[src/rtl/lpfp_pkg.sv]
`default_nettype none

package lpfp_pkg;

   // Default width of the length and payload counters.
   localparam int LENGTH_WIDTH_DEFAULT = 32;

   // Reset value of the maximum frame length register.
   localparam logic [31:0] MAX_FRAME_LEN_RESET = 32'd65536;

   // Register map, as register indexes (byte address is four times the index).
   localparam logic [0:0] REG_MAX_FRAME_LEN = 1'b0;

   // Header characters.
   localparam logic [7:0] CHAR_START = 8'h53;  // 'S'
   localparam logic [7:0] CHAR_COLON = 8'h3A;  // ':'
   localparam logic [7:0] CHAR_ZERO  = 8'h30;  // '0'
   localparam logic [7:0] CHAR_NINE  = 8'h39;  // '9'

   localparam logic [3:0] DECIMAL_BASE = 4'd10;

   typedef enum logic [3:0] {
      PHASE_WAIT = 4'b0001,
      PHASE_LEN  = 4'b0010,
      PHASE_DATA = 4'b0100,
      PHASE_ERR  = 4'b1000
   } phase_type;

   typedef enum logic [1:0] {
      STATUS_HEADER  = 2'd0,
      STATUS_PAYLOAD = 2'd1,
      STATUS_PROTO   = 2'd2,
      STATUS_TOOBIG  = 2'd3
   } status_type;

endpackage

`default_nettype wire

[src/rtl/length_prefixed_frame_parser_unit.sv]
`default_nettype none

// Decimal length-prefixed deframer. Each input item carries one received byte
// (req_tdata) and a new-connection flag (req_tuser); the flag clears the parser
// before that byte is handled. Frames look like 'S', decimal length digits,
// ':', then the payload. Every input item produces exactly one result item:
// a status code (header byte, payload byte, protocol error, or length too
// large), the payload byte, a last-of-frame mark on tlast and a mark for the
// connection's first (identifier) frame. A zero length still takes one
// payload byte. Errors latch until the next new connection. The block takes
// one item per clock cycle while rsp_tready is high: an item passes through
// the input register, and the parser state is updated as it moves into the
// result register, whose valid flag drives rsp_tvalid. With rsp_tready held
// high, items flow back to back. While a finished result waits for
// rsp_tready the empty input register can still take one more item; after
// that req_tready stays low until the waiting result is taken. The maximum
// frame length register sits at byte address 0 of the APB-style port,
// resets to 65536, and may only be written while no items are in flight.
module length_prefixed_frame_parser_unit
   import lpfp_pkg::*;
#(
   parameter int LENGTH_WIDTH = LENGTH_WIDTH_DEFAULT
) (
   input  wire logic        clock,
   input  wire logic        reset,

   // Input stream.
   input  wire logic        req_tvalid,
   output      logic        req_tready,
   input  wire logic [7:0]  req_tdata,   // [7:0] data_byte
   input  wire logic        req_tuser,   // [0] new_connection

   // Result stream.
   output      logic        rsp_tvalid,
   input  wire logic        rsp_tready,
   output      logic [7:0]  rsp_tdata,   // [7:0] payload_byte
   output      logic        rsp_tlast,   // last_of_frame
   output      logic [2:0]  rsp_tuser,   // [1:0] status, [2] identifier_frame

   // Configuration port.
   input  wire logic        csr_psel,
   input  wire logic        csr_penable,
   input  wire logic        csr_pwrite,
   input  wire logic [2:0]  csr_paddr,
   input  wire logic [31:0] csr_pwdata,
   output      logic [31:0] csr_prdata,
   output      logic        csr_pready
);

   // Width of the length update path: one decimal step grows the length by
   // at most four bits, and it is compared against the 32-bit maximum.
   localparam int CalcWidth = (LENGTH_WIDTH + 4 > 32) ? LENGTH_WIDTH + 4 : 32;

   localparam logic [LENGTH_WIDTH-1:0] LenMask = {LENGTH_WIDTH{1'b1}};

   // Configuration register.
   logic [31:0] max_len_ff;
   logic [31:0] max_len_in;
   logic        csr_write;
   logic        csr_hit;

   assign csr_pready = 1'b1;
   assign csr_hit    = (csr_paddr[2] == REG_MAX_FRAME_LEN);
   assign csr_write  = csr_psel && csr_penable && csr_pwrite && csr_pready;
   assign csr_prdata = csr_hit ? max_len_ff : 32'd0;

   always_comb begin
      max_len_in = max_len_ff;
      if (csr_write && csr_hit) begin
         max_len_in = csr_pwdata;
      end
   end

   always_ff @(posedge clock) begin
      if (reset) begin
         max_len_ff <= MAX_FRAME_LEN_RESET;
      end else begin
         max_len_ff <= max_len_in;
      end
   end

   // Input register stage.
   logic       in_valid_ff;
   logic       in_valid_in;
   logic [7:0] in_byte_ff;
   logic [7:0] in_byte_in;
   logic       in_newconn_ff;
   logic       in_newconn_in;

   // Result register stage.
   logic       out_valid_ff;
   logic       out_valid_in;
   status_type out_status_ff;
   status_type out_status_in;
   logic [7:0] out_byte_ff;
   logic [7:0] out_byte_in;
   logic       out_last_ff;
   logic       out_last_in;
   logic       out_ident_ff;
   logic       out_ident_in;

   // Parser state.
   phase_type               phase_ff;
   phase_type               phase_in;
   logic [LENGTH_WIDTH-1:0] frame_len_ff;
   logic [LENGTH_WIDTH-1:0] frame_len_in;
   logic [LENGTH_WIDTH-1:0] pay_count_ff;
   logic [LENGTH_WIDTH-1:0] pay_count_in;
   logic                    first_pending_ff;
   logic                    first_pending_in;

   // The item in the input register moves on when the result register is
   // empty or its item is taken in this cycle.
   logic advance;
   logic accept;

   assign advance    = in_valid_ff && (!out_valid_ff || rsp_tready);
   assign req_tready = !in_valid_ff || advance;
   assign accept     = req_tvalid && req_tready;

   always_comb begin
      in_valid_in   = in_valid_ff;
      in_byte_in    = in_byte_ff;
      in_newconn_in = in_newconn_ff;
      if (accept) begin
         in_valid_in   = 1'b1;
         in_byte_in    = req_tdata;
         in_newconn_in = req_tuser;
      end else if (advance) begin
         in_valid_in = 1'b0;
      end
   end

   // Parser step. A new connection first puts the state back to its reset
   // values, then the byte is handled against that cleared state.
   phase_type               cur_phase;
   logic [LENGTH_WIDTH-1:0] cur_len;
   logic [LENGTH_WIDTH-1:0] cur_count;
   logic                    cur_first;
   logic                    is_digit;
   logic [3:0]              digit;
   logic [CalcWidth-1:0]    len_ext;
   logic [CalcWidth-1:0]    len_next;
   logic                    too_big;
   logic [LENGTH_WIDTH-1:0] count_inc;

   always_comb begin
      if (in_newconn_ff) begin
         cur_phase = PHASE_WAIT;
         cur_len   = '0;
         cur_count = '0;
         cur_first = 1'b1;
      end else begin
         cur_phase = phase_ff;
         cur_len   = frame_len_ff;
         cur_count = pay_count_ff;
         cur_first = first_pending_ff;
      end
   end

   assign is_digit = (in_byte_ff >= CHAR_ZERO) && (in_byte_ff <= CHAR_NINE);
   assign digit    = 4'(in_byte_ff - CHAR_ZERO);
   assign len_ext  = CalcWidth'(cur_len);

   // Times ten as two shifts and an add; the length is never above the
   // limit, so the sum fits in four bits more than the length.
   assign len_next = (len_ext << 3) + (len_ext << 1) + CalcWidth'(digit);
   assign too_big  = (len_next > CalcWidth'(max_len_ff)) ||
                     (len_next > CalcWidth'(LenMask));

   // The payload count saturates at the largest value it holds.
   assign count_inc = (cur_count != LenMask) ? cur_count + 1'b1 : cur_count;

   always_comb begin
      phase_in         = cur_phase;
      frame_len_in     = cur_len;
      pay_count_in     = cur_count;
      first_pending_in = cur_first;
      out_status_in    = STATUS_HEADER;
      out_byte_in      = 8'd0;
      out_last_in      = 1'b0;
      out_ident_in     = 1'b0;

      case (cur_phase)
         PHASE_WAIT: begin
            if (in_byte_ff == CHAR_START) begin
               phase_in     = PHASE_LEN;
               frame_len_in = '0;
               pay_count_in = '0;
            end else begin
               out_status_in = STATUS_PROTO;
               phase_in      = PHASE_ERR;
            end
         end
         PHASE_LEN: begin
            if (is_digit) begin
               if (too_big) begin
                  out_status_in = STATUS_TOOBIG;
                  phase_in      = PHASE_ERR;
               end else begin
                  frame_len_in = len_next[LENGTH_WIDTH-1:0];
               end
            end else if (in_byte_ff == CHAR_COLON) begin
               phase_in     = PHASE_DATA;
               pay_count_in = '0;
            end else begin
               out_status_in = STATUS_PROTO;
               phase_in      = PHASE_ERR;
            end
         end
         PHASE_DATA: begin
            out_status_in = STATUS_PAYLOAD;
            out_byte_in   = in_byte_ff;
            out_ident_in  = cur_first;
            pay_count_in  = count_inc;
            // A zero length frame also ends on its first payload byte.
            if (count_inc >= cur_len) begin
               out_last_in      = 1'b1;
               first_pending_in = 1'b0;
               phase_in         = PHASE_WAIT;
               pay_count_in     = '0;
               frame_len_in     = '0;
            end
         end
         default: begin
            // Latched error: answer every byte with a protocol error.
            out_status_in = STATUS_PROTO;
         end
      endcase
   end

   always_comb begin
      out_valid_in = out_valid_ff;
      if (advance) begin
         out_valid_in = 1'b1;
      end else if (rsp_tready) begin
         out_valid_in = 1'b0;
      end
   end

   always_ff @(posedge clock) begin
      if (reset) begin
         in_valid_ff      <= 1'b0;
         out_valid_ff     <= 1'b0;
         phase_ff         <= PHASE_WAIT;
         frame_len_ff     <= '0;
         pay_count_ff     <= '0;
         first_pending_ff <= 1'b1;
      end else begin
         in_valid_ff  <= in_valid_in;
         out_valid_ff <= out_valid_in;
         if (advance) begin
            phase_ff         <= phase_in;
            frame_len_ff     <= frame_len_in;
            pay_count_ff     <= pay_count_in;
            first_pending_ff <= first_pending_in;
         end
      end
   end

   always_ff @(posedge clock) begin
      in_byte_ff    <= in_byte_in;
      in_newconn_ff <= in_newconn_in;
      if (advance) begin
         out_status_ff <= out_status_in;
         out_byte_ff   <= out_byte_in;
         out_last_ff   <= out_last_in;
         out_ident_ff  <= out_ident_in;
      end
   end

   assign rsp_tvalid = out_valid_ff;
   assign rsp_tdata  = out_byte_ff;
   assign rsp_tlast  = out_last_ff;
   assign rsp_tuser  = {out_ident_ff, out_status_ff};

endmodule

`default_nettype wire
[config.mk]
export PLATFORM = sky130hd
export DESIGN_NAME = length_prefixed_frame_parser_unit
export DESIGN_NICKNAME = d
export VERILOG_FILES = /design/src/rtl/lpfp_pkg.sv /design/src/rtl/length_prefixed_frame_parser_unit.sv
export SDC_FILE = /design/constraint.sdc
export NUM_CORES = 1
export LEC_CHECK = 0
export ABC_AREA = 1
export BUFFER_PORTS_ARGS = -buffer_cell sky130_fd_sc_hd__buf_4
export CAP_MARGIN = 30
export CORE_ASPECT_RATIO = 0.7
export CORE_MARGIN = 2
export CORE_UTILIZATION = 35
export CTS_CLUSTER_DIAMETER = 200
export DETAILED_ROUTE_END_ITERATION = 16
export PLACE_DENSITY = 0.63
export SYNTH_ARGS = -nofsm -noshare
export SYNTH_HDL_FRONTEND = slang
export SYNTH_SLANG_ARGS = --single-unit
[constraint.sdc]
create_clock -name clock -period 15.7 [get_ports clock]
set_input_delay 1.57 -clock clock [delete_from_list [all_inputs] [get_ports clock]]
set_output_delay 1.57 -clock clock [all_outputs]
set_load 0.01 [all_outputs]
==> results of run 1 <==
==> through the flow <==
stage	setup slack [ns]	hold WS, ns	power [mW]
2_1_floorplan	10.40	0.443	0.490
3_3_place_gp	8.43	0.452	0.543
3_5_place_dp	8.39	0.455	0.547
4_1_cts	8.34	0.464	0.941
5_1_grt	7.67	0.477	0.983
6_report	8.05	0.466	0.936
==> tightest hold or removal path: stages (launching register included) <==
cell,delay [ns]
sky130_fd_sc_hd__dfxtp_1,0.31
sky130_fd_sc_hd__nand2_1,0.06
sky130_fd_sc_hd__a21oi_1,0.06
==> kinds of logic (layout without fill, tap and decap cells) <==
logic type,Yosys count,after routing
compound gates,425,425
xor+xnor,55,55
fa+ha+maj,129,129
buf+inv,318,391
flops,124,124
other cells,1,1
simple gates,611,611
==> layer usage <==
layer | vias to the layer above | GRT usage | routed length (µm)
met5 | - | 0.00580 | 0
met1 | 5170 | 0.308 | 17000
met2 | 367 | 0.278 | 13100
met3 | 25 | 0.0384 | 2640
met4 | 0 | 0.0391 | 280
li1 | 5625 | - | -
==> state kept, by name (all words and copies together), names as in the netlist, 2 cells and up <==
| register | count |
|---|---|
| in_byte_ff | 8 |
| max_len_ff | 32 |
| rsp_tdata | 8 |
| phase_ff | 4 |
| out_status_ff | 2 |
| pay_count_ff | 32 |
| frame_len_ff | 32 |
==> power by group <==
part	internal, mW	total, mW	switching, mW	leakage (nW)
logic	0.0657	0.196	0.130	4.64
clock network	0.225	0.392	0.167	0.282
registers	0.339	0.348	0.00899	1.05
total	0.630	0.936	0.306	5.97
==> layout make-up <==
class                   count  area, µm²
clock inverters            14        135
fillers                  3277      18500
clock buffers              18        439
multi-input cells        1221       7070
well taps                 420        526
repair buffers            103        773
flip-flops and latches    124       2690
inverters                 256        966
==> final timing paths <==
kind,start,end,cells past startpoint
worst max-delay path,in_newconn_ff,frame_len_ff[6],33
worst min-delay path,frame_len_ff[27],frame_len_ff[27],2
worst max register to register,in_newconn_ff,frame_len_ff[6],33
worst min register to register,frame_len_ff[27],frame_len_ff[27],2
==> Yosys cell counts (4+ instances only) <==
cell	n	area, µm²
sky130_fd_sc_hd__nor3_1	11	55.1
sky130_fd_sc_hd__o211ai_1	11	82.6
sky130_fd_sc_hd__nand4_1	30	188
sky130_fd_sc_hd__clkbuf_1	36	135
sky130_fd_sc_hd__nand3_1	51	255
sky130_fd_sc_hd__dlygate4sd1_1	5	43.8
sky130_fd_sc_hd__a21oi_1	212	1060
sky130_fd_sc_hd__inv_1	247	927
sky130_fd_sc_hd__o21ai_0	118	591
sky130_fd_sc_hd__a31oi_1	8	50.1
sky130_fd_sc_hd__nor2_2	7	43.8
sky130_fd_sc_hd__nand3_2	8	80.1
sky130_fd_sc_hd__nor4_1	9	56.3
sky130_fd_sc_hd__nor2_1	168	631
sky130_fd_sc_hd__o21ai_1	47	235
sky130_fd_sc_hd__nand2_2	14	87.6
sky130_fd_sc_hd__nand2_1	295	1110
sky130_fd_sc_hd__a211oi_1	4	30.0
sky130_fd_sc_hd__dfxtp_1	103	2060
sky130_fd_sc_hd__xor2_1	44	385
sky130_fd_sc_hd__ha_1	128	1600
sky130_fd_sc_hd__buf_4	5	37.5
sky130_fd_sc_hd__inv_2	4	15.0
sky130_fd_sc_hd__buf_6	6	67.6
sky130_fd_sc_hd__edfxtp_1	21	631
sky130_fd_sc_hd__nor2_4	4	45.0
sky130_fd_sc_hd__xnor2_1	11	96.3
sky130_fd_sc_hd__o21bai_1	4	30.0
==> layout by cell type, fill, tap and decap left out, drive strengths merged, types with 18 or more instances in the layout <==
cell type and n:
nor2 179, buf 103, nand2 311, dfxtp 103, edfxtp 21, inv 260
nand3 60, clkbuf 18, nand4 30, xor2 44, o21ai 166, a21oi 215
ha 128
==> impl_table.tex, run 1 <==
\begin{tabular}{lr}
\hline
Metric & Value \\
\hline
\multicolumn{2}{l}{\textbf{Global routing}} \\
Antenna violations before repair & 0 \\
Via count of the first global-routing pass & about 9,900 \\
First-pass GRT wire length & between 50,000 and 60,000 µm \\
Maximum number of pins on one net before global-route repair & 87 \\
Total track usage & 0.198 \\
Overflow left after global routing & 0 \\
\multicolumn{2}{l}{\textbf{Worst hold path}} \\
Worst min-delay path category & reg2reg \\
\multicolumn{2}{l}{\textbf{Floorplan}} \\
Num rows & 54 \\
IO Pins & 98 \\
Die X-Extent & 217 µm \\
Full die area & about 33,000 µm² \\
Overall die height & 153 µm \\
Starting density of the core & 0.356 \\
Core box area & 31,100 µm² \\
\multicolumn{2}{l}{\textbf{Clock network}} \\
Register clock-pin slew on the reported worst setup and hold paths & approximately 0.06 ns \\
Number of buffers inserted for hold repair after clock tree synthesis & 0 \\
\# H-tree levels & 4 \\
CTS root buffer & sky130\_fd\_sc\_hd\_\_clkbuf\_16 \\
Latest clock arrival within the worst-skew pair & around 0.45 ns \\
CTS tree & built \\
Number of buffers created by CTS & 17 \\
Post-cts repair resize count & 0 \\
Clk buf depth & 2 \\
Buffers inserted during post-CTS setup optimization & 0 \\
Total number of clock tree sinks & about 120 \\
\multicolumn{2}{l}{\textbf{Drt}} \\
Routed WL per cell & 15.3 µm \\
Post-DR vias/cell & between 5 and 6 \\
1st-iter DRT viols & 1,177 \\
Number of routed nets with antenna violations & 0 \\
Iteration count of the initial detailed-routing pass & 6 \\
Total number of vias & approximately 11,000 \\
Final wirelength & roughly 33,000 µm \\
DR DRC count & 0 \\
\multicolumn{2}{l}{\textbf{Critical path}} \\
Endpoint type of the worst setup path & flop \\
Register-to-register setup slack & around 8 ns \\
Dominant delay contributor by cell family on the critical path & simple AND/OR/NAND/NOR gates \\
Cell repeated most along the worst path & sky130\_fd\_sc\_hd\_\_nand2\_1 \\
Crit Path Max Fanout & 44 \\
Number of buffer and inverter instances along the worst setup path & 5 \\
Crit path max-delay cell type & sky130\_fd\_sc\_hd\_\_edfxtp\_1 \\
Data required time of the critical path & about 16 ns \\
Kind of critical path & reg2reg \\
Data arrival time of the worst path & 8.04 ns \\
Delay of the slowest cell on the worst path & just under 0.7 ns \\
Launching element type of the critical path & flop \\
\multicolumn{2}{l}{\textbf{STA}} \\
Max Slew Vio Count & 0 \\
Least-Margin Pin Slew & 0.993 ns \\
Finish-stage setup viols & 0 \\
Tmin final & 7.65 ns \\
Headroom to the max-slew limit & 0.338 \\
Total negative setup slack & 0 ns \\
Fin crit share & 0.487 \\
Max Fclk & 0.131 GHz \\
RSZ-0062 raised after global routing & false \\
Number of hold-slack violations in the final timing report & 0 \\
Setup skew after layout & between 0.01 and 0.015 ns \\
\multicolumn{2}{l}{\textbf{Synth}} \\
Simple-gate share of the synthesized area & 0.245 \\
Average footprint of a synthesized cell & 6.66 µm² \\
Multiplexer share of the synthesized area & 0 \\
Largest family of logic cells by synthesized area & simple AND/OR/NAND/NOR gates \\
Number of register bits inferred by synthesis & 124 \\
Sequential share of the synthesized area & 0.243 \\
Post-synth EDFFs & 21 \\
Number of warning messages in the yosys log & 0 \\
Adder-cell share of the synthesized area & 0.146 \\
Post-synthesis async set-or-reset flop share & 0 \\
Count of different cell masters after synthesis & 55 \\
Post-Synthesis Cell Area & 11,100 µm² \\
Primary flip-flop cell chosen by synthesis mapping & sky130\_fd\_sc\_hd\_\_dfxtp\_1 \\
Number of cells produced by synthesis & between 1,500 and 2,000 \\
Post-synthesis xor/xnor area fraction & 0.0435 \\
Net count after synthesis & $\sim$1,800 \\
Fraction of the mapped netlist area in compound gates & 0.203 \\
\multicolumn{2}{l}{\textbf{Finish}} \\
Post-synthesis to final-layout area growth & 13.7\% \\
Count of placed standard cells in the final layout, fillers left out & between 2,000 and 2,500 \\
Net count, final & between 1,500 and 2,000 \\
Util after Layout & 0.405 \\
Fraction of layout cells with a size suffix above 1 & 0.111 \\
Final cell area excluding filler cells & 12,600 µm² \\
Ant diodes & 0 \\
\multicolumn{2}{l}{\textbf{Outcome}} \\
Status & finished, final reports clean \\
\multicolumn{2}{l}{\textbf{Place}} \\
Area of placed instances & 12,000 µm² \\
Weighted congestion at the end of routability-driven global placement & approximately 0.9 \\
DP Wirelength & around 25,000 µm \\
Number of cells in the design after placement & approximately 2,100 \\
Port Buffer Count & 94 \\
\multicolumn{2}{l}{\textbf{Pwr}} \\
Leakage power of the design & roughly 6 nW \\
Worst IR drop on VDD & $\sim$0.000065 V \\
Pwr/cell area & between 70 and 80 nW/µm² \\
\multicolumn{2}{l}{\textbf{Flow run}} \\
Max Cap Viol & 0 \\
\hline
\end{tabular}
No activity file was read; power rests on OpenSTA's default activity.
==> inputs of run 2 (changes only) <==
==> constraint.sdc (replaced) <==
create_clock -name clock -period 7.6 [get_ports clock]
set_input_delay 0.76 -clock clock [delete_from_list [all_inputs] [get_ports clock]]
set_output_delay 0.76 -clock clock [all_outputs]
set_load 0.01 [all_outputs]
==> run 2 against run 1 <==
Compared with the run above:
- non-clock buffer count is 1 higher
- critical endpoint is now frame_len_ff[30]
- combinational power is 110% higher
- first-iteration DRC count is 1.3% lower
- critical path type unchanged
- setup slack worse by 7.3 ns
- highest routed layer unchanged
- largest power group unchanged
==> impl_table.tex, run 2 (synthesis results as in run 1) <==
\begin{tabular}{lr}
\hline
Metric & Value \\
\hline
\multicolumn{2}{l}{\textbf{Outcome}} \\
Status & finished, final reports clean (unchanged) \\
\multicolumn{2}{l}{\textbf{Pwr}} \\
Worst IR drop on VDD & 0.000182 V (was 0.0000651 V) \\
Clock share of power & 0.442 (was 0.418) \\
Sequential share of power & 0.355 (was 0.372) \\
Power Internal & 1.39 mW (was 0.630 mW) \\
Pwr/cell area & 160 nW/µm² (was 74.3 nW/µm²) \\
Switching Fraction & 0.313 (was 0.327) \\
Leakage power of the design & 6.00 nW (was 5.97 nW) \\
Logic pwr share & 0.203 (was 0.209) \\
P\_sw & 0.633 mW (was 0.306 mW) \\
\multicolumn{2}{l}{\textbf{Critical path}} \\
Critical register-to-register path startpoint & in\_newconn\_ff (unchanged) \\
Endpoint type of the worst setup path & flop (unchanged) \\
Crit Path Max Fanout & 44 (unchanged) \\
Cell repeated most along the worst path & sky130\_fd\_sc\_hd\_\_nand2\_1 (unchanged) \\
Kind of critical path & reg2reg (unchanged) \\
Data arrival time of the worst path & 7.21 ns (was 8.04 ns) \\
Launching element type of the critical path & flop (unchanged) \\
Delay of the slowest cell on the worst path & 0.48 ns (was 0.69 ns) \\
Register-to-register setup slack & 0.74 ns (was 8.05 ns) \\
Crit path max-delay cell type & sky130\_fd\_sc\_hd\_\_inv\_4 (was sky130\_fd\_sc\_hd\_\_edfxtp\_1) \\
Data required time of the critical path & 7.95 ns (was 16.09 ns) \\
Number of cells on the worst reg-to-reg path & 33 (unchanged) \\
Reg-to-reg endpoint & frame\_len\_ff[30] (was frame\_len\_ff[6]) \\
\multicolumn{2}{l}{\textbf{Worst hold path}} \\
Worst min-delay path category & reg2reg (unchanged) \\
Cell depth of the worst min-delay path & 2 (unchanged) \\
Hold Path Origin & frame\_len\_ff[0] (was frame\_len\_ff[27]) \\
End point of the worst hold path & frame\_len\_ff[0] (was frame\_len\_ff[27]) \\
\multicolumn{2}{l}{\textbf{Drt}} \\
Amount of wire on met2 after detailed routing & 13,300 µm (was 13,100 µm) \\
Top layer reached by signal wires & met4 (unchanged) \\
Iteration count of the initial detailed-routing pass & 5 (was 6) \\
Wire length on met3 & 2590 µm (was 2640 µm) \\
Met1 wire length & 17,300 µm (was 17,000 µm) \\
Total number of vias & 11,200 (about the same) \\
Final wirelength & 33,500 µm (was 33,100 µm) \\
1st-iter DRT viols & 1,162 (was 1,177) \\
Number of routed nets with antenna violations & 0 (unchanged) \\
DR DRC count & 0 (unchanged) \\
Routed WL per cell & 15.5 µm (was 15.3 µm) \\
Post-DR vias/cell & 5.20 (was 5.19) \\
\multicolumn{2}{l}{\textbf{Global routing}} \\
Antenna violations before repair & 0 (unchanged) \\
Via count of the first global-routing pass & 10,100 (was 9,919) \\
Overflow left after global routing & 0 (unchanged) \\
Maximum number of pins on one net before global-route repair & 87 (unchanged) \\
Total track usage & 0.201 (was 0.198) \\
First-pass GRT wire length & 53,500 µm (was 52,600 µm) \\
\multicolumn{2}{l}{\textbf{Flow run}} \\
Max Cap Viol & 0 (unchanged) \\
\multicolumn{2}{l}{\textbf{Clock network}} \\
CTS tree & built (unchanged) \\
Number of buffers created by CTS & 17 (unchanged) \\
Buffers inserted during post-CTS setup optimization & 0 (unchanged) \\
Register clock-pin slew on the reported worst setup and hold paths & 0.06 ns (about the same) \\
\# H-tree levels & 4 (unchanged) \\
Post-cts repair resize count & 0 (unchanged) \\
CTS root buffer & sky130\_fd\_sc\_hd\_\_clkbuf\_16 (unchanged) \\
Latest clock arrival within the worst-skew pair & 0.45 ns (about the same) \\
Clk buf depth & 2 (unchanged) \\
Number of buffers inserted for hold repair after clock tree synthesis & 0 (unchanged) \\
Total number of clock tree sinks & 124 (unchanged) \\
\multicolumn{2}{l}{\textbf{Place}} \\
Port Buffer Count & 94 (unchanged) \\
Area of placed instances & 12,000 µm² (about the same) \\
Weighted congestion at the end of routability-driven global placement & 0.935 (was 0.916) \\
DP Wirelength & 25,100 µm (was 25,000 µm) \\
\multicolumn{2}{l}{\textbf{Finish}} \\
Leading cell type in the layout, fill and taps excluded & sky130\_fd\_sc\_hd\_\_nand2\_1 (unchanged) \\
Fraction of layout cells with a size suffix above 1 & 0.109 (was 0.111) \\
Util after Layout & 0.407 (was 0.405) \\
Final cell area excluding filler cells & 12,700 µm² (was 12,600 µm²) \\
Commonest non-fill, non-tap cells in the layout & sky130\_fd\_sc\_hd\_\_nand2\_1, sky130\_fd\_sc\_hd\_\_inv\_1, sky130\_fd\_sc\_hd\_\_a21oi\_1, sky130\_fd\_sc\_hd\_\_nor2\_1, sky130\_fd\_sc\_hd\_\_ha\_1 (unchanged) \\
Ant diodes & 0 (unchanged) \\
Net count, final & 1,904 (was 1,903) \\
Post-synthesis to final-layout area growth & 14.3\% (was 13.7\%) \\
Largest regs & frame\_len\_ff: 32 flops, max\_len\_ff: 32 flops, pay\_count\_ff: 32 flops (unchanged) \\
\multicolumn{2}{l}{\textbf{STA}} \\
RSZ-0062 raised after global routing & false (unchanged) \\
Fin crit share & 0.902 (was 0.487) \\
Setup skew after layout & 0.00832 ns (was 0.0100 ns) \\
Max Fclk & 0.146 GHz (was 0.131 GHz) \\
Number of hold-slack violations in the final timing report & 0 (unchanged) \\
Total negative setup slack & 0 ns (unchanged) \\
Least-Margin Pin Slew & 0.997 ns (was 0.993 ns) \\
Headroom to the max-slew limit & 0.336 (was 0.338) \\
Finish-stage setup viols & 0 (unchanged) \\
Tmin final & 6.86 ns (was 7.65 ns) \\
Max Slew Vio Count & 0 (unchanged) \\
\multicolumn{2}{l}{\textbf{Floorplan}} \\
Num rows & 54 (unchanged) \\
Overall die height & 153 µm (unchanged) \\
IO Pins & 98 (unchanged) \\
Starting density of the core & 0.356 (unchanged) \\
Die X-Extent & 217 µm (unchanged) \\
Full die area & 33,100 µm² (unchanged) \\
Core box area & 31,100 µm² (unchanged) \\
\hline
\end{tabular}
[run 2: metrics by stage]
stage / cells / hold slack (ns) / setup slack (ns) / total power, mW
3_5_place_dp: 2125 / 0.456 / 0.977 / 1.13
6_report: 2157 / 0.466 / 0.745 / 2.02
2_1_floorplan: 1663 / 0.443 / 2.30 / 1.01
5_1_grt: 2157 / 0.481 / 0.311 / 2.12
3_3_place_gp: 2124 / 0.452 / 1.06 / 1.12
4_1_cts: 2157 / 0.465 / 0.935 / 2.03
[run 2: worst max path at each step]
stage,slack (ns),depth (start not counted),end,start
2_1_floorplan,2.30,33,frame_len_ff[18],in_newconn_ff
6_report,0.74,33,frame_len_ff[30],in_newconn_ff
3_3_place_gp,1.06,34,frame_len_ff[6],in_newconn_ff
5_1_grt,0.31,33,frame_len_ff[28],in_newconn_ff
4_1_cts,0.93,33,frame_len_ff[30],in_newconn_ff
3_5_place_dp,0.98,33,frame_len_ff[30],in_newconn_ff
[run 2: power by group through the flow]
stage | clock [mW] | sequential (mW) | combinational (mW)
final | 0.895 | 0.718 | 0.410
after global routing | 0.933 | 0.722 | 0.461
after CTS | 0.904 | 0.718 | 0.405
after detailed placement | 0 | 0.732 | 0.403
after global placement | 0 | 0.731 | 0.390
after floorplan | 0 | 0.730 | 0.283
[run 2: critical path: cells and delay by family, from the launching register on]
family,cells,cell delay [ns]
AND/OR/NAND/NOR,16,2.69
adder cells (fa/ha/maj),3,0.81
flip-flops,1,0.43
XOR/XNOR,2,0.56
buffers and inverters,5,0.90
AO/OA/AOI/OAI,7,1.34
[run 2: layout make-up]
class	instances	area (µm²)
clock buffer	18	429
timing repair buffer	104	793
tap	420	526
clock inverter	14	194
inverter	256	966
multi-input combinational	1221	7070
sequential	124	2690
fill	3269	18500
[run 2: per-layer routing]
layer / global-route usage / vias to the layer above
li1: - / 5632
met1: 0.310 / 5178
met2: 0.284 / 385
met3: 0.0386 / 30
met4: 0.0404 / 0
met5: 0 / -
==> inputs of run 3 (changes only) <==
--- a/config.mk
+++ b/config.mk
@@ -5,7 +5,7 @@
 export SDC_FILE = /design/constraint.sdc
 export NUM_CORES = 1
 export LEC_CHECK = 0
-export ABC_AREA = 1
+export ABC_AREA = 0
 export BUFFER_PORTS_ARGS = -buffer_cell sky130_fd_sc_hd__buf_4
 export CAP_MARGIN = 30
 export CORE_ASPECT_RATIO = 0.7
==> run 3 against run 2 <==
Compared with the run above:
- via count fell by 23%
- synthesized area is 14% lower
- register-to-register slack better by 0.15 ns
- die area shrank 14%
- maximum frequency up 2.2%
- largest cell class unchanged
- total power shrank 17%
- critical path type unchanged
- critical path depth fell by 7
- synthesized cell count decreased by 30%
- setup slack better by 0.15 ns
- highest routed layer unchanged
==> impl_table.tex, run 3 <==
\begin{tabular}{lr}
\hline
Metric & Value \\
\hline
\multicolumn{2}{l}{\textbf{Outcome}} \\
Status & finished, final reports clean (unchanged) \\
\multicolumn{2}{l}{\textbf{Place}} \\
Post-place setup slack & 1.01 ns (was 0.977 ns) \\
DP Wirelength & 20,900 µm (was 25,100 µm) \\
Port Buffer Count & 94 (unchanged) \\
Weighted congestion at the end of routability-driven global placement & 0.899 (was 0.935) \\
\multicolumn{2}{l}{\textbf{Critical path}} \\
Endpoint type of the worst setup path & flop (unchanged) \\
Crit Path Max Fanout & 29 (was 44) \\
Launching element type of the critical path & flop (unchanged) \\
Data arrival time of the worst path & 7.03 ns (was 7.21 ns) \\
Data required time of the critical path & 7.92 ns (was 7.95 ns) \\
Number of cells on the worst reg-to-reg path & 26 (was 33) \\
Kind of critical path & reg2reg (unchanged) \\
\multicolumn{2}{l}{\textbf{Drt}} \\
Amount of wire on met2 after detailed routing & 11,500 µm (was 13,300 µm) \\
DR DRC count & 0 (unchanged) \\
Met1 wire length & 14,100 µm (was 17,300 µm) \\
Top layer reached by signal wires & met4 (unchanged) \\
Iteration count of the initial detailed-routing pass & 5 (unchanged) \\
Routed WL per cell & 16.9 µm (was 15.5 µm) \\
Total number of vias & 8,693 (was 11,200) \\
Final wirelength & 27,300 µm (was 33,500 µm) \\
Post-DR vias/cell & 5.37 (was 5.20) \\
Wire length on met3 & 1450 µm (was 2590 µm) \\
1st-iter DRT viols & 693 (was 1,162) \\
Number of routed nets with antenna violations & 0 (unchanged) \\
\multicolumn{2}{l}{\textbf{Synth}} \\
Net count after synthesis & 1,349 (was 1,843) \\
Area share of the leading cell type in the synthesized netlist & 0.217 (was 0.186) \\
Primary flip-flop cell chosen by synthesis mapping & sky130\_fd\_sc\_hd\_\_dfxtp\_1 (unchanged) \\
Post-synthesis async set-or-reset flop share & 0 (unchanged) \\
Number of warning messages in the yosys log & 0 (unchanged) \\
Most numerous cell types in the synthesized netlist & sky130\_fd\_sc\_hd\_\_ha\_1, sky130\_fd\_sc\_hd\_\_nand2\_1, sky130\_fd\_sc\_hd\_\_nor2\_1 (was sky130\_fd\_sc\_hd\_\_nand2\_1, sky130\_fd\_sc\_hd\_\_inv\_1, sky130\_fd\_sc\_hd\_\_a21oi\_1) \\
Sequential share of the synthesized area & 0.284 (was 0.243) \\
Post-Synthesis Cell Area & 9480 µm² (was 11,100 µm²) \\
Average footprint of a synthesized cell & 8.11 µm² (was 6.66 µm²) \\
Count of different cell masters after synthesis & 77 (was 55) \\
Synth area leader & sky130\_fd\_sc\_hd\_\_dfxtp\_1 (unchanged) \\
Number of register bits inferred by synthesis & 124 (unchanged) \\
Dominant cell by count in the synthesized netlist & sky130\_fd\_sc\_hd\_\_ha\_1 (was sky130\_fd\_sc\_hd\_\_nand2\_1) \\
Number of cells produced by synthesis & 1,169 (was 1,663) \\
Post-synth EDFFs & 21 (unchanged) \\
Top cells by area in the synthesized netlist & sky130\_fd\_sc\_hd\_\_dfxtp\_1, sky130\_fd\_sc\_hd\_\_ha\_1, sky130\_fd\_sc\_hd\_\_edfxtp\_1 (was sky130\_fd\_sc\_hd\_\_dfxtp\_1, sky130\_fd\_sc\_hd\_\_ha\_1, sky130\_fd\_sc\_hd\_\_nand2\_1) \\
\multicolumn{2}{l}{\textbf{Pwr}} \\
Worst IR drop on VDD & 0.000151 V (was 0.000182 V) \\
Leakage power of the design & 5.06 nW (was 6.00 nW) \\
Pwr/cell area & 150 nW/µm² (was 160 nW/µm²) \\
\multicolumn{2}{l}{\textbf{Floorplan}} \\
Num rows & 50 (was 54) \\
Starting density of the core & 0.355 (was 0.356) \\
Die X-Extent & 201 µm (was 217 µm) \\
Overall die height & 142 µm (was 153 µm) \\
Full die area & 28,500 µm² (was 33,100 µm²) \\
Core box area & 26,700 µm² (was 31,100 µm²) \\
IO Pins & 98 (unchanged) \\
\multicolumn{2}{l}{\textbf{STA}} \\
Headroom to the max-slew limit & 0.384 (was 0.336) \\
Setup skew after layout & 0.0129 ns (was 0.00832 ns) \\
Post-route worst setup slack & 0.890 ns (was 0.745 ns) \\
Fin crit share & 0.883 (was 0.902) \\
Max Fclk & 0.149 GHz (was 0.146 GHz) \\
Finish-stage setup viols & 0 (unchanged) \\
Total negative setup slack & 0 ns (unchanged) \\
RSZ-0062 raised after global routing & false (unchanged) \\
Max Slew Vio Count & 0 (unchanged) \\
Tmin final & 6.71 ns (was 6.86 ns) \\
Number of hold-slack violations in the final timing report & 0 (unchanged) \\
Least-Margin Pin Slew & 0.923 ns (was 0.997 ns) \\
\multicolumn{2}{l}{\textbf{Clock network}} \\
Total number of clock tree sinks & 124 (unchanged) \\
Number of buffers inserted for hold repair after clock tree synthesis & 0 (unchanged) \\
\# H-tree levels & 4 (unchanged) \\
Latest clock arrival within the worst-skew pair & 0.44 ns (was 0.45 ns) \\
Number of buffers created by CTS & 17 (unchanged) \\
CTS tree & built (unchanged) \\
Post-cts repair resize count & 0 (unchanged) \\
CTS root buffer & sky130\_fd\_sc\_hd\_\_clkbuf\_16 (unchanged) \\
Register clock-pin slew on the reported worst setup and hold paths & 0.06 ns (about the same) \\
Clk buf depth & 2 (unchanged) \\
Buffers inserted during post-CTS setup optimization & 0 (unchanged) \\
\multicolumn{2}{l}{\textbf{Finish}} \\
Net count, final & 1,423 (was 1,904) \\
Post-synthesis to final-layout area growth & 17.7\% (was 14.3\%) \\
Fraction of layout cells with a size suffix above 1 & 0.129 (was 0.109) \\
Largest regs & frame\_len\_ff: 32 flops, max\_len\_ff: 32 flops, pay\_count\_ff: 32 flops (unchanged) \\
Leading cell type in the layout, fill and taps excluded & sky130\_fd\_sc\_hd\_\_ha\_1 (was sky130\_fd\_sc\_hd\_\_nand2\_1) \\
Ant diodes & 0 (unchanged) \\
Commonest non-fill, non-tap cells in the layout & sky130\_fd\_sc\_hd\_\_ha\_1, sky130\_fd\_sc\_hd\_\_nand2\_1, sky130\_fd\_sc\_hd\_\_nor2\_1, sky130\_fd\_sc\_hd\_\_a21oi\_1, sky130\_fd\_sc\_hd\_\_buf\_4 (was sky130\_fd\_sc\_hd\_\_nand2\_1, sky130\_fd\_sc\_hd\_\_inv\_1, sky130\_fd\_sc\_hd\_\_a21oi\_1, sky130\_fd\_sc\_hd\_\_nor2\_1, sky130\_fd\_sc\_hd\_\_ha\_1) \\
\multicolumn{2}{l}{\textbf{Global routing}} \\
Via count of the first global-routing pass & 8,200 (was 10,100) \\
First-pass GRT wire length & 44,200 µm (was 53,500 µm) \\
Maximum number of pins on one net before global-route repair & 74 (was 87) \\
Overflow left after global routing & 0 (unchanged) \\
Antenna violations before repair & 0 (unchanged) \\
Total track usage & 0.195 (was 0.201) \\
\multicolumn{2}{l}{\textbf{Worst hold path}} \\
Worst min-delay path category & reg2reg (unchanged) \\
Cell depth of the worst min-delay path & 2 (unchanged) \\
\multicolumn{2}{l}{\textbf{Flow run}} \\
Max Cap Viol & 0 (unchanged) \\
\hline
\end{tabular}
[run 3: cell families (layout without fill, tap and decap cells)]
group / Yosys count / in the layout / synth area share
other: 1 / 1 / 0.000395
buffers and inverters: 127 / 214 / 0.0559
adders and majority gates: 129 / 129 / 0.171
muxes: 1 / 1 / 0.00119
DFF: 124 / 124 / 0.284
AOI/OAI and AO/OA: 295 / 295 / 0.207
and+or+nand+nor: 433 / 433 / 0.226
xor gates and xnor gates: 59 / 59 / 0.0545
[run 3: worst paths after layout]
| check | startpoint | end | slack [ns] |
|---|---|---|---|
| worst max register to register | in_newconn_ff | frame_len_ff[17] | 0.89 |
| worst min-delay path | frame_len_ff[31] | frame_len_ff[31] | 0.43 |
| worst min register to register | frame_len_ff[31] | frame_len_ff[31] | 0.43 |
| worst max-delay path | in_newconn_ff | frame_len_ff[17] | 0.89 |
[run 3: final cells by class]
| class | instances | area [µm²] |
|---|---|---|
| Fill cell | 2685 | 15500 |
| Multi-Input combinational cell | 918 | 6270 |
| Sequential cell | 124 | 2690 |
| Timing Repair Buffer | 108 | 843 |
| Tap cell | 364 | 455 |
| Clock buffer | 17 | 425 |
| Inverter | 74 | 278 |
| Clock inverter | 15 | 196 |
[run 3: critical path, cell delays in order, from the launching register on]
cell and delay [ns]:
sky130_fd_sc_hd__edfxtp_1 0.44, sky130_fd_sc_hd__buf_4 0.21, sky130_fd_sc_hd__nor2_1 0.18, sky130_fd_sc_hd__xor2_1 0.17, sky130_fd_sc_hd__ha_1 0.29, sky130_fd_sc_hd__ha_1 0.33
sky130_fd_sc_hd__a211o_1 0.35, sky130_fd_sc_hd__a211oi_2 0.39, sky130_fd_sc_hd__o2bb2ai_1 0.20, sky130_fd_sc_hd__a211oi_2 0.36, sky130_fd_sc_hd__o21ai_0 0.20, sky130_fd_sc_hd__a21o_1 0.21
sky130_fd_sc_hd__a21oi_1 0.17, sky130_fd_sc_hd__xnor2_1 0.15, sky130_fd_sc_hd__buf_4 0.17, sky130_fd_sc_hd__ha_1 0.26, sky130_fd_sc_hd__a21oi_1 0.15, sky130_fd_sc_hd__o21ai_0 0.14
sky130_fd_sc_hd__a21oi_1 0.12, sky130_fd_sc_hd__nor4b_1 0.29, sky130_fd_sc_hd__a21oi_1 0.15, sky130_fd_sc_hd__nor3_1 0.20, sky130_fd_sc_hd__o2111ai_1 0.36, sky130_fd_sc_hd__o31ai_2 0.52
sky130_fd_sc_hd__a21oi_4 0.11, sky130_fd_sc_hd__buf_12 0.22, sky130_fd_sc_hd__a22o_1 0.24
[run 3: metrics by stage]
| stage | instances | area, µm² | utilization | hold WS [ns] | power (mW) |
|---|---|---|---|---|---|
| floorplan | 1169 | 9480 | - | 0.408 | 0.758 |
| global placement | 1586 | 10500 | 0.393 | 0.417 | 0.805 |
| detailed placement | 1587 | 10500 | 0.394 | 0.422 | 0.806 |
| CTS | 1619 | 11100 | 0.417 | 0.434 | 1.69 |
| global route | 1620 | 11200 | 0.418 | 0.454 | 1.74 |
| finish | 1620 | 11200 | 0.418 | 0.431 | 1.68 |
[run 3: power breakdown]
part | internal [mW] | total [mW] | switching, mW | leakage, nW
registers | 0.678 | 0.685 | 0.00651 | 1.04
logic | 0.0448 | 0.109 | 0.0640 | 3.72
clock network | 0.528 | 0.884 | 0.356 | 0.304
total | 1.25 | 1.68 | 0.427 | 5.06
[run 3: per-layer routing]
metal / global-route usage / vias up
met5: 0 / -
met2: 0.293 / 215
met4: 0.0405 / 0
li1: - / 4338
met1: 0.292 / 4125
met3: 0.0308 / 15
